$ cat src/design/wmh_pkg.sv
// shared types, constants and helper functions of the word hash unit
package wmh_pkg;

    localparam int CHAR_W   = 8;
    localparam int LEN_W    = 8;
    localparam int WORD_W   = 32;
    localparam int BUCKET_W = 13;
    localparam int HASH_W   = 10;

    localparam int MAX_WORD_LEN_DEF = 127;

    localparam logic [BUCKET_W-1:0] BUCKET_RESET = 13'd5557;
    localparam logic [WORD_W-1:0]   HASH_MOD     = 32'd1021;

    // queue between front and back
    localparam int Q_DEPTH = 2;
    localparam int Q_PTR_W = 1;
    localparam int Q_CNT_W = 2;

    // bit-serial bucket divider
    localparam int DIV_STEPS = 32;
    localparam int DIV_CNT_W = 6;

    // number of mod 1021 folding lanes
    localparam int N_LANES = 4;

    typedef struct packed {
        logic [LEN_W-1:0]         len;
        logic [WORD_W-1:0]        product;
        logic signed [CHAR_W-1:0] c0;
        logic signed [CHAR_W-1:0] c1;
        logic signed [CHAR_W-1:0] clast;
        logic [WORD_W-1:0]        sum;
    } wmh_job_t;

    typedef struct packed {
        logic full;
        logic empty;
    } wmh_q_status_t;

    typedef enum logic [2:0] {
        BK_IDLE,
        BK_MUL1,
        BK_MUL2,
        BK_MUL3,
        BK_RUN,
        BK_DONE
    } bk_state_t;

    function automatic logic [WORD_W-1:0] sext8(input logic [CHAR_W-1:0] c);
        return {{(WORD_W-CHAR_W){c[CHAR_W-1]}}, c};
    endfunction

    // one folding step towards x mod 1021, using 1024 = 3 (mod 1021)
    function automatic logic [WORD_W-1:0] fold_step(input logic [WORD_W-1:0] x);
        logic [WORD_W-1:0] hi;
        logic [WORD_W-1:0] lo;
        logic [WORD_W-1:0] r;
        hi = {10'b0, x[WORD_W-1:10]};
        lo = {22'b0, x[9:0]};
        if (x >= 32'd1024) begin
            r = (hi << 1) + hi + lo;
        end else if (x >= HASH_MOD) begin
            r = x - HASH_MOD;
        end else begin
            r = x;
        end
        return r;
    endfunction

endpackage

$ cat src/design/word_multi_hash.sv
// top level of the per-word multi hash unit
//
// A word streams in one signed character per s_ side transfer, the final
// character flagged by s_last_char. The front part takes one character per
// clock, keeping the first and second characters, the length, a wrapping
// 32-bit sum and a wrapping 32-bit product; characters beyond MAX_WORD_LEN
// are dropped, though a flagged one still closes the word. The finished
// word goes as one record into a two-entry queue, and the back part turns
// it into one m_ side transfer carrying the bucket (|len * product| mod
// bucket_count, zero when bucket_count is zero) and four hashes reduced mod
// 1021. Each word passes the back through queue pop, the multiply states,
// the 32 steps of the bit-serial bucket divider, which bound the time,
// and output load once the output register is empty or m_ready is high.
// The queue lets the front carry on with following words while the back
// works, so input stalls only when two finished words already wait. The
// mod 1021 reductions fold in parallel with the divider and finish first.
// bucket_count is written through cfg_we/cfg_wdata and must only change
// while no word is in flight.
module word_multi_hash #(
    parameter int MAX_WORD_LEN = wmh_pkg::MAX_WORD_LEN_DEF
) (
    input  logic                               aclk,
    input  logic                               aresetn,
    // configuration
    input  logic                               cfg_we,
    input  logic [wmh_pkg::BUCKET_W-1:0]       cfg_wdata,
    // character input
    input  logic                               s_valid,
    output logic                               s_ready,
    input  logic signed [wmh_pkg::CHAR_W-1:0]  s_ch,
    input  logic                               s_last_char,
    // result output
    output logic                               m_valid,
    input  logic                               m_ready,
    output logic [wmh_pkg::BUCKET_W-1:0]       m_bucket,
    output logic [wmh_pkg::HASH_W-1:0]         m_hash_pair_sum,
    output logic [wmh_pkg::HASH_W-1:0]         m_hash_ends,
    output logic [wmh_pkg::HASH_W-1:0]         m_hash_char_sum,
    output logic [wmh_pkg::HASH_W-1:0]         m_hash_weighted
);
    import wmh_pkg::*;

    // bucket count register
    logic [BUCKET_W-1:0] bucket_count_reg;

    // front to queue
    logic          q_push;
    wmh_job_t      q_push_job;
    // queue to back
    logic          q_pop;
    wmh_job_t      q_head;
    wmh_q_status_t q_status;

    always_ff @(posedge aclk) begin
        if (!aresetn) begin
            bucket_count_reg <= BUCKET_RESET;
        end else if (cfg_we) begin
            bucket_count_reg <= cfg_wdata;
        end
    end

    // character accumulation
    wmh_front #(
        .MAX_WORD_LEN (MAX_WORD_LEN)
    ) u_front (
        .aclk        (aclk),
        .aresetn     (aresetn),
        .s_ch        (s_ch),
        .s_last_char (s_last_char),
        .s_valid     (s_valid),
        .s_ready     (s_ready),
        .q_status    (q_status),
        .q_push      (q_push),
        .q_job       (q_push_job)
    );

    // finished words waiting for the back part
    wmh_queue u_queue (
        .aclk     (aclk),
        .aresetn  (aresetn),
        .push     (q_push),
        .push_job (q_push_job),
        .pop      (q_pop),
        .head_job (q_head),
        .status   (q_status)
    );

    // per-word arithmetic and result register
    wmh_back u_back (
        .aclk            (aclk),
        .aresetn         (aresetn),
        .bucket_count    (bucket_count_reg),
        .q_status        (q_status),
        .q_head          (q_head),
        .q_pop           (q_pop),
        .m_valid         (m_valid),
        .m_ready         (m_ready),
        .m_bucket        (m_bucket),
        .m_hash_pair_sum (m_hash_pair_sum),
        .m_hash_ends     (m_hash_ends),
        .m_hash_char_sum (m_hash_char_sum),
        .m_hash_weighted (m_hash_weighted)
    );

endmodule

$ cat src/design/wmh_front.sv
// front part: takes characters in and builds one job record per word
module wmh_front #(
    parameter int MAX_WORD_LEN = wmh_pkg::MAX_WORD_LEN_DEF
) (
    input  logic                               aclk,
    input  logic                               aresetn,
    input  logic signed [wmh_pkg::CHAR_W-1:0]  s_ch,
    input  logic                               s_last_char,
    input  logic                               s_valid,
    output logic                               s_ready,
    input  wmh_pkg::wmh_q_status_t             q_status,
    output logic                               q_push,
    output wmh_pkg::wmh_job_t                  q_job
);
    import wmh_pkg::*;

    logic [LEN_W-1:0]         count_reg,  count_next;
    logic [CHAR_W-1:0]        first_reg,  first_next;
    logic [CHAR_W-1:0]        second_reg, second_next;
    logic [CHAR_W-1:0]        latest_reg, latest_next;
    logic [WORD_W-1:0]        sum_reg,    sum_next;
    logic [WORD_W-1:0]        prod_reg,   prod_next;
    logic                     accept;
    logic                     take;

    assign s_ready = !q_status.full;
    assign accept  = s_valid && s_ready;
    assign take    = count_reg < LEN_W'(MAX_WORD_LEN);
    assign q_push  = accept && s_last_char;

    always_comb begin
        count_next  = count_reg;
        first_next  = first_reg;
        second_next = second_reg;
        latest_next = latest_reg;
        sum_next    = sum_reg;
        prod_next   = prod_reg;
        // characters beyond the length limit are dropped
        if (take) begin
            if (count_reg == '0) begin
                first_next = s_ch;
            end else if (count_reg == LEN_W'(1)) begin
                second_next = s_ch;
            end
            count_next  = count_reg + LEN_W'(1);
            sum_next    = sum_reg + sext8(s_ch);
            prod_next   = prod_reg * sext8(s_ch);
            latest_next = s_ch;
        end
        q_job.len     = count_next;
        q_job.product = prod_next;
        q_job.c0      = first_next;
        q_job.c1      = second_next;
        q_job.clast   = latest_next;
        q_job.sum     = sum_next;
    end

    always_ff @(posedge aclk) begin
        if (!aresetn) begin
            count_reg  <= '0;
            first_reg  <= '0;
            second_reg <= '0;
            latest_reg <= '0;
            sum_reg    <= '0;
            prod_reg   <= WORD_W'(1);
        end else if (accept) begin
            if (s_last_char) begin
                count_reg  <= '0;
                first_reg  <= '0;
                second_reg <= '0;
                latest_reg <= '0;
                sum_reg    <= '0;
                prod_reg   <= WORD_W'(1);
            end else begin
                count_reg  <= count_next;
                first_reg  <= first_next;
                second_reg <= second_next;
                latest_reg <= latest_next;
                sum_reg    <= sum_next;
                prod_reg   <= prod_next;
            end
        end
    end

endmodule

$ cat src/design/wmh_queue.sv
// two-entry job queue between front and back
module wmh_queue (
    input  logic                   aclk,
    input  logic                   aresetn,
    input  logic                   push,
    input  wmh_pkg::wmh_job_t      push_job,
    input  logic                   pop,
    output wmh_pkg::wmh_job_t      head_job,
    output wmh_pkg::wmh_q_status_t status
);
    import wmh_pkg::*;

    wmh_job_t             entry_reg [Q_DEPTH];
    logic [Q_PTR_W-1:0]   wr_ptr_reg;
    logic [Q_PTR_W-1:0]   rd_ptr_reg;
    logic [Q_CNT_W-1:0]   cnt_reg;

    assign head_job     = entry_reg[rd_ptr_reg];
    assign status.full  = cnt_reg == Q_CNT_W'(Q_DEPTH);
    assign status.empty = cnt_reg == '0;

    always_ff @(posedge aclk) begin
        if (push) begin
            entry_reg[wr_ptr_reg] <= push_job;
        end
    end

    always_ff @(posedge aclk) begin
        if (!aresetn) begin
            wr_ptr_reg <= '0;
            rd_ptr_reg <= '0;
            cnt_reg    <= '0;
        end else begin
            if (push) begin
                wr_ptr_reg <= wr_ptr_reg + Q_PTR_W'(1);
            end
            if (pop) begin
                rd_ptr_reg <= rd_ptr_reg + Q_PTR_W'(1);
            end
            if (push && !pop) begin
                cnt_reg <= cnt_reg + Q_CNT_W'(1);
            end else if (pop && !push) begin
                cnt_reg <= cnt_reg - Q_CNT_W'(1);
            end
        end
    end

    a_cnt_bound: assert property (@(posedge aclk) disable iff (!aresetn)
        cnt_reg <= Q_CNT_W'(Q_DEPTH))
        else $error("queue fill count beyond depth");

    a_no_overflow: assert property (@(posedge aclk) disable iff (!aresetn)
        push |-> !status.full)
        else $error("queue written while full");

    a_no_underflow: assert property (@(posedge aclk) disable iff (!aresetn)
        pop |-> !status.empty)
        else $error("queue read while empty");

endmodule

$ cat src/design/wmh_back.sv
// back part: products, bit-serial bucket remainder and mod 1021 folding
module wmh_back (
    input  logic                                aclk,
    input  logic                                aresetn,
    input  logic [wmh_pkg::BUCKET_W-1:0]        bucket_count,
    input  wmh_pkg::wmh_q_status_t              q_status,
    input  wmh_pkg::wmh_job_t                   q_head,
    output logic                                q_pop,
    output logic                                m_valid,
    input  logic                                m_ready,
    output logic [wmh_pkg::BUCKET_W-1:0]        m_bucket,
    output logic [wmh_pkg::HASH_W-1:0]          m_hash_pair_sum,
    output logic [wmh_pkg::HASH_W-1:0]          m_hash_ends,
    output logic [wmh_pkg::HASH_W-1:0]          m_hash_char_sum,
    output logic [wmh_pkg::HASH_W-1:0]          m_hash_weighted
);
    import wmh_pkg::*;

    bk_state_t              state_reg, state_next;
    wmh_job_t               job_reg;
    logic [WORD_W-1:0]      prod_reg;
    logic [WORD_W-1:0]      pair_reg;
    logic [WORD_W-1:0]      ends_reg;
    logic [WORD_W-1:0]      sq_reg;
    logic [WORD_W-1:0]      w1_reg;
    logic [WORD_W-1:0]      mag;
    logic [WORD_W-1:0]      lane_reg [N_LANES];
    logic [WORD_W-1:0]      dvd_reg;
    logic [BUCKET_W-1:0]    rem_reg;
    logic [BUCKET_W:0]      rem_shift;
    logic [DIV_CNT_W-1:0]   div_cnt_reg;
    logic                   div_done;
    logic                   lanes_done;
    logic                   load_out;
    logic                   m_valid_reg;
    logic [BUCKET_W-1:0]    bucket_reg;
    logic [HASH_W-1:0]      hash_reg [N_LANES];
    logic [WORD_W-1:0]      len32;

    assign len32     = {{(WORD_W-LEN_W){1'b0}}, job_reg.len};
    assign mag       = (prod_reg[WORD_W-1] && prod_reg != {1'b1, {(WORD_W-1){1'b0}}}) ?
                       WORD_W'(0) - prod_reg : prod_reg;
    assign rem_shift = {rem_reg, dvd_reg[WORD_W-1]};
    assign div_done  = div_cnt_reg == DIV_CNT_W'(DIV_STEPS);

    always_comb begin
        lanes_done = 1'b1;
        for (int i = 0; i < N_LANES; i++) begin
            if (lane_reg[i] >= HASH_MOD) begin
                lanes_done = 1'b0;
            end
        end
    end

    always_ff @(posedge aclk) begin
        if (!aresetn) begin
            state_reg <= BK_IDLE;
        end else begin
            state_reg <= state_next;
        end
    end

    always_comb begin
        state_next = state_reg;
        q_pop      = 1'b0;
        load_out   = 1'b0;
        case (state_reg)
            BK_IDLE: begin
                if (!q_status.empty) begin
                    q_pop      = 1'b1;
                    state_next = BK_MUL1;
                end
            end
            BK_MUL1: state_next = BK_MUL2;
            BK_MUL2: state_next = BK_MUL3;
            BK_MUL3: state_next = BK_RUN;
            BK_RUN: begin
                if (div_done && lanes_done) begin
                    state_next = BK_DONE;
                end
            end
            BK_DONE: begin
                if (!m_valid_reg || m_ready) begin
                    load_out   = 1'b1;
                    state_next = BK_IDLE;
                end
            end
            default: state_next = BK_IDLE;
        endcase
    end

    // datapath
    always_ff @(posedge aclk) begin
        if (q_pop) begin
            job_reg <= q_head;
        end
        case (state_reg)
            BK_MUL1: begin
                prod_reg <= job_reg.product * len32;
                pair_reg <= (sext8(job_reg.c0) + sext8(job_reg.c1)) * len32;
                ends_reg <= sext8(job_reg.c0) * sext8(job_reg.clast);
                sq_reg   <= job_reg.sum * job_reg.sum;
            end
            BK_MUL2: begin
                dvd_reg <= mag;
                w1_reg  <= sq_reg * sext8(job_reg.clast);
            end
            BK_MUL3: begin
                lane_reg[0] <= pair_reg;
                lane_reg[1] <= ends_reg;
                lane_reg[2] <= job_reg.sum;
                lane_reg[3] <= w1_reg * (len32 - WORD_W'(1));
                rem_reg     <= '0;
            end
            BK_RUN: begin
                for (int i = 0; i < N_LANES; i++) begin
                    lane_reg[i] <= fold_step(lane_reg[i]);
                end
                if (!div_done) begin
                    dvd_reg <= {dvd_reg[WORD_W-2:0], 1'b0};
                    if (rem_shift >= {1'b0, bucket_count}) begin
                        rem_reg <= BUCKET_W'(rem_shift - {1'b0, bucket_count});
                    end else begin
                        rem_reg <= rem_shift[BUCKET_W-1:0];
                    end
                end
            end
            default: begin
            end
        endcase
        if (load_out) begin
            bucket_reg <= (bucket_count == '0) ? '0 : rem_reg;
            for (int i = 0; i < N_LANES; i++) begin
                hash_reg[i] <= lane_reg[i][HASH_W-1:0];
            end
        end
    end

    always_ff @(posedge aclk) begin
        if (!aresetn) begin
            div_cnt_reg <= '0;
            m_valid_reg <= 1'b0;
        end else begin
            if (state_reg == BK_MUL3) begin
                div_cnt_reg <= '0;
            end else if (state_reg == BK_RUN && !div_done) begin
                div_cnt_reg <= div_cnt_reg + DIV_CNT_W'(1);
            end
            if (load_out) begin
                m_valid_reg <= 1'b1;
            end else if (m_ready) begin
                m_valid_reg <= 1'b0;
            end
        end
    end

    assign m_valid         = m_valid_reg;
    assign m_bucket        = bucket_reg;
    assign m_hash_pair_sum = hash_reg[0];
    assign m_hash_ends     = hash_reg[1];
    assign m_hash_char_sum = hash_reg[2];
    assign m_hash_weighted = hash_reg[3];

    a_div_bound: assert property (@(posedge aclk) disable iff (!aresetn)
        state_reg == BK_RUN |-> div_cnt_reg <= DIV_CNT_W'(DIV_STEPS))
        else $error("divider step count overrun");

    a_hash_range: assert property (@(posedge aclk) disable iff (!aresetn)
        m_valid_reg |-> (m_hash_pair_sum < 10'd1021) && (m_hash_ends < 10'd1021) &&
                        (m_hash_char_sum < 10'd1021) && (m_hash_weighted < 10'd1021))
        else $error("hash value not fully reduced");

    a_done_loads: assert property (@(posedge aclk) disable iff (!aresetn)
        state_reg == BK_DONE && !m_valid_reg |=> m_valid_reg && state_reg == BK_IDLE)
        else $error("finished word not presented");

endmodule

$ cat config.mk
export PLATFORM = sky130hd
export DESIGN_NAME = word_multi_hash
export DESIGN_NICKNAME = d
export VERILOG_FILES = /design/src/design/wmh_pkg.sv /design/src/design/word_multi_hash.sv /design/src/design/wmh_front.sv /design/src/design/wmh_queue.sv /design/src/design/wmh_back.sv
export SDC_FILE = /design/constraint.sdc
export NUM_CORES = 2
export LEC_CHECK = 0
export ABC_AREA = 0
export BUFFER_PORTS_ARGS = -buffer_cell sky130_fd_sc_hd__buf_2
export CAP_MARGIN = 25
export CORE_MARGIN = 4
export CORE_UTILIZATION = 40
export DETAILED_ROUTE_END_ITERATION = 12
export PLACE_DENSITY = 0.61
export SYNTH_ARGS = -nofsm -noshare
export SYNTH_HDL_FRONTEND = slang
export SYNTH_SLANG_ARGS = --single-unit
$ cat constraint.sdc
create_clock -name aclk -period 9 [get_ports aclk]
set_clock_uncertainty 0.1 [all_clocks]
set_input_delay 2.7 -clock aclk [delete_from_list [all_inputs] [get_ports aclk]]
set_output_delay 2.7 -clock aclk [all_outputs]
set_load 0.01 [all_outputs]
---- After elaboration in Yosys (flattened, before gate mapping) ----
Memories as Yosys holds them, arrays and structs flattened. A register that Yosys moved wholly into a read port is not among the register bits.
Cells that the tools add are included.
word-level totals
  register bits ........................... 341
  latch bits .............................. 0
  memory bits (writable) .................. 360
  ROM bits ................................ 0
  input bits .............................. 27
  output and inout port bits .............. 55
  logic and storage cells ................. 168
  memories kept ........................... 3
memories
  memory             depth  width  read ports  clocked after memory_dff  wr ports  RTL line         RTL
  u_queue.entry_reg  2      96     1           1                         1         wmh_queue.sv:13  wmh_job_t entry_reg [Q_DEPTH];
  u_back.lane_reg    4      32     4           0                         4         wmh_back.sv:27   logic [WORD_W-1:0] lane_reg [N_LANES];
  u_back.hash_reg    4      10     4           0                         4         wmh_back.sv:37   logic [HASH_W-1:0] hash_reg [N_LANES];
cells by class
  $add $sub $neg .......................... 23
  multipliers ............................. 7
  div/mod/pow operators ................... 0
  magnitude comparators ................... 10
  equality and inequality tests ........... 13
  shift operators ......................... 0
  multiplexer cells ....................... 61
  bitwise gates (word level) .............. 5
  reduce and logical (&&, ||, !) cells .... 25
operators by type and width
  operator                                                                               count
  32-bit two-way mux                                                                     22
  32-bit by 10-bit adder with 32-bit output                                              4
  32-bit by 10-bit greater-or-equal comparator with 1-bit output, second input constant  4
  32-bit by 11-bit greater-or-equal comparator with 1-bit output, second input constant  4
  32-bit by 8-bit multiplier with 32-bit output                                          4
  32-bit by 10-bit subtractor with 32-bit output, second input constant                  4
  23-bit by 22-bit adder with 24-bit output                                              4
  8-bit two-way mux                                                                      11
  32-bit by 32-bit multiplier with 32-bit output                                         2
  32-bit case mux with 2 select lines                                                    1
  32-bit adder                                                                           1
  32-bit inequality test, second input constant                                          1
  1-bit by 32-bit subtractor with 32-bit output, first input constant                    1
  13-bit two-way mux                                                                     2
  13-bit case mux with 2 select lines                                                    1
  1-bit two-way mux                                                                      18
  3-bit case mux with 6 select lines                                                     1
  8-bit by 8-bit multiplier with 16-bit output                                           1
  14-bit by 13-bit greater-or-equal comparator with 1-bit output                         1
  13-bit logical NOT                                                                     1
  13-bit subtractor                                                                      1
  8-bit by 8-bit adder with 9-bit output                                                 1
  3-bit two-way mux                                                                      3
  8-bit by 1-bit subtractor with 9-bit output, second input constant                     1
  27 further kinds                                                                       50

---- Longest topological paths before layout ----
An unclocked memory read counts as a cell.
  word-level depth ........................ 9
  depth in mapped cells ................... 33
  depth with buffers taken out ............ 31

---- By module ----
From an unflattened synthesis, not the netlist that was laid out.
second synthesis, totals
  cell total of the unflattened synthesis .. 8582
  area total of the unflattened synthesis .. 86066.3 um^2
modules (own cells, without submodules)
  module           times used  cells each  area an instance (um^2)  sequential area each (um^2)
  wmh_back         1           6572        64844.7                  13743.2
  wmh_front        1           1647        13390.3                  1921.8
  wmh_queue        1           321         7344.5                   5865.6
  word_multi_hash  1           42          486.7                    260.2

---- Worst setup path before layout ----
No wires, ideal clock.
  path type ............................... register to register
  from .................................... register u_back.state_reg[0]
  to ...................................... register u_back.ends_reg[0] (enable)
  library setup time ...................... 740 ps
  arrival ................................. 8640 ps
  data required time ...................... 8160 ps
  path slack .............................. -479 ps
  cell stages (with the launch flop) ...... 3
  path buffers ............................ 1
  period minus slack after synthesis ...... 9479 ps
  cells stage by stage .................... dfxtp_1 > clkbuf_1 > nor3b_1
between the ends
  cells in the longest elaborated chain, start to end .. 1
RTL lines
  element                                         RTL line         RTL
  start, declared                                 wmh_back.sv:19   bk_state_t state_reg, state_next;
  start signal, assigned                          wmh_back.sv:59   state_reg <= state_next;
  3-bit by 1-bit equality test with 1-bit output  wmh_back.sv:97   case (state_reg)
  end signal, assigned                            wmh_back.sv:101  ends_reg <= sext8(job_reg.c0) * sext8(job_reg.clast);
  end, declared                                   wmh_back.sv:23   logic [WORD_W-1:0] ends_reg;
No other way between the ends.
A chain may end at the register's enable or synchronous reset.

==> metrics <==
status=finished, final reports clean; Largest register FFs=192; Hold Fails Final Rpt=0; layout cells sized above 1=0.0561; H-tree Lvls=3; Post-synth EDFFs=657; Max clock buf depth=3; final wirelength=224,000 um; CTS tree=done; area fraction in compound gates after synthesis=0.0889; Synth Area in XOR/XNOR=0.0583; synthesized area=93,900 um2; Synth Area in Simple Gates=0.143; Clock Pin Slew Worst Setup and Hold Paths=60 ps; Die Ht=492 um; arrival time of the worst setup path=8800 ps; setup TNS=0 ps; CP Buf/Inv Count=6; Synth cell types=95; Crit Path Class=register to register; CP Max Fanout=15; Core ar.=233,000 um2; post-synth net total=11,704; 1st-iter DRT viols=3,727; clock buffer count from CTS=92; Die Area=242,000 um2; Clk Latency, worst-skew pair=730 ps; max-cap violations=0; cell area after layout=101,000 um2; most frequent cell after synthesis=inv_1; Slew @ Worst Pin=1090 ps; hold_ws=386 ps; post-CTS setup buffers=0; main combinational cell family by area after synthesis=adder cells; Hold Startpoint=u_front.sum_reg[20]; DRC violations left=0; Initial Util=0.403; mux contribution to synthesized area=0.0160; fraction of the mapped netlist area in adder cells=0.377; Pre-antenna DRT Iters=5; global route total overflow=0; Rows=177; Syn Area/Cell=9.76 um2; number of global-route vias before repair=68,695; FF+latch count, synth=780; clk sink count=780; slowest CP cell=fa_1; Synth async-reset ratio=0; PortBufs=81; critical path endpoint category=register; Final period util=0.938; Net count, final=11,671; crit start category=register; hold_buf cts=0; clock period minus worst slack=8440 ps; max incr delay on CP=640 ps; Area Overhead vs Synth=7.78%; Layout fillers=22,436; post-detail-place hpwl=177,000 um; final setup vio count=0; Final ANT Viol Nets=0; Critical R2R Launch=u_back.job_reg[90]; Worst Hold Class=register to register; Final Core Density=0.434; vias per inst=5.09; gp weighted congestion=0.902; Tot GR Track Use=0.186; placed cell areas=98,000 um2; sequential area share after synthesis=0.236; Worst EP required=9360 ps; die width=492 um; most used flip-flop cell after synthesis=edfxtp_1; crit path launch=u_back.job_reg[90]; post-cts gate resize count=0; initial antenna violation count=4; Yosys top cell area share=0.272; Vias=65,106; first-pass GRT wire length=369,000 um; Final Max Slew Viols=0; post-synth top area cell=fa_1; most common library cells after synthesis=inv_1, fa_1, nand2_1, ha_1, and2_1; Max Fclk=0.118 GHz; Synth area leaders=fa_1, edfxtp_1, ha_1, inv_1, and2_1; delay-heaviest family, CP=adder cells; root buf cell=clkbuf_16; Post-Synthesis Cells=9,619; I/O Pins=82; Relative slew margins=0.265; largest net degree at the start of global routing=79; Routed WL per cell=17.5 um; RSZ-0062 raised after global routing=no; yosys synthesis warning count=0
==> path summary, 6_finish.rpt <==
| kind | to | slack, ps | cells after the start |
|---|---|---|---|
| setup / recovery | u_back.lane_reg[3][31] | 560 | 27 |
| hold / removal | u_front.sum_reg[20] | 390 | 2 |
| setup reg to reg | u_back.lane_reg[3][31] | 560 | 27 |
| hold reg to reg | u_front.sum_reg[20] | 390 | 2 |
==> layout make-up <==
cell class | count | area (um2) | share of cell area
antenna | 2 | 5.00 | 0.0000495
sequential | 780 | 22200 | 0.219
tap | 3132 | 3920 | 0.0387
clock inverter | 62 | 727 | 0.00718
timing repair buffer | 201 | 1330 | 0.0132
multi-input combinational | 6827 | 64200 | 0.635
inverter | 1684 | 6320 | 0.0625
clock buffer | 110 | 2430 | 0.0240
==> tightest hold or removal path, stage by stage, from the launching register on <==
cell	delay [ps]
dfxtp_1	320
nand2_1	50
o21ai_0	60
==> kinds of logic (layout without fill, tap and decap cells) <==
group | after synthesis | in the layout
and+or+nand+nor | 2698 | 2698
adders and majority gates | 2062 | 2062
buffers and inverters | 2012 | 2057
AOI/OAI and AO/OA | 1304 | 1304
DFF | 780 | 780
xor gates and xnor gates | 625 | 625
muxes | 136 | 136
other | 2 | 4
==> layout by cell type, fill, tap and decap left out, drive strengths merged, types with 35 or more instances in the layout <==
cell	instances
inv	1701
fa	1277
nand2	1001
ha	781
and2	660
edfxtp	657
xnor2	454
nor2	376
o21ai	355
a21oi	347
buf	201
xor2	171
nor2b	158
dfxtp	123
a21o	116
mux2	113
clkbuf	110
nand2b	108
nand3	103
a22oi	78
nor3	69
o21a	50
o21bai	48
nand4	45
and3	45
o211ai	40
a211oi	36
nor4	35
==> routing by layer <==
layer  vias to the layer above  part of all wire  routed length (um)  global-route usage
li1                      30779                 -                   -                   -
met1                     32841              0.45              102000               0.255
met2                      1234              0.48              108000               0.315
met3                       252             0.041                9230              0.0203
met4                         0             0.025                5640              0.0481
met5                         -                 0                   0                   0
==> stage by stage <==
step                std cells  setup WS, ps
floorplan                9619           702
global route            12797           157
detailed placement      12621           487
global placement        12621           547
finish                  12798           558
CTS                     12793           503
Power is not shown: default switching activity piles up to over one toggle a cycle in this logic, so the estimate is an artifact.
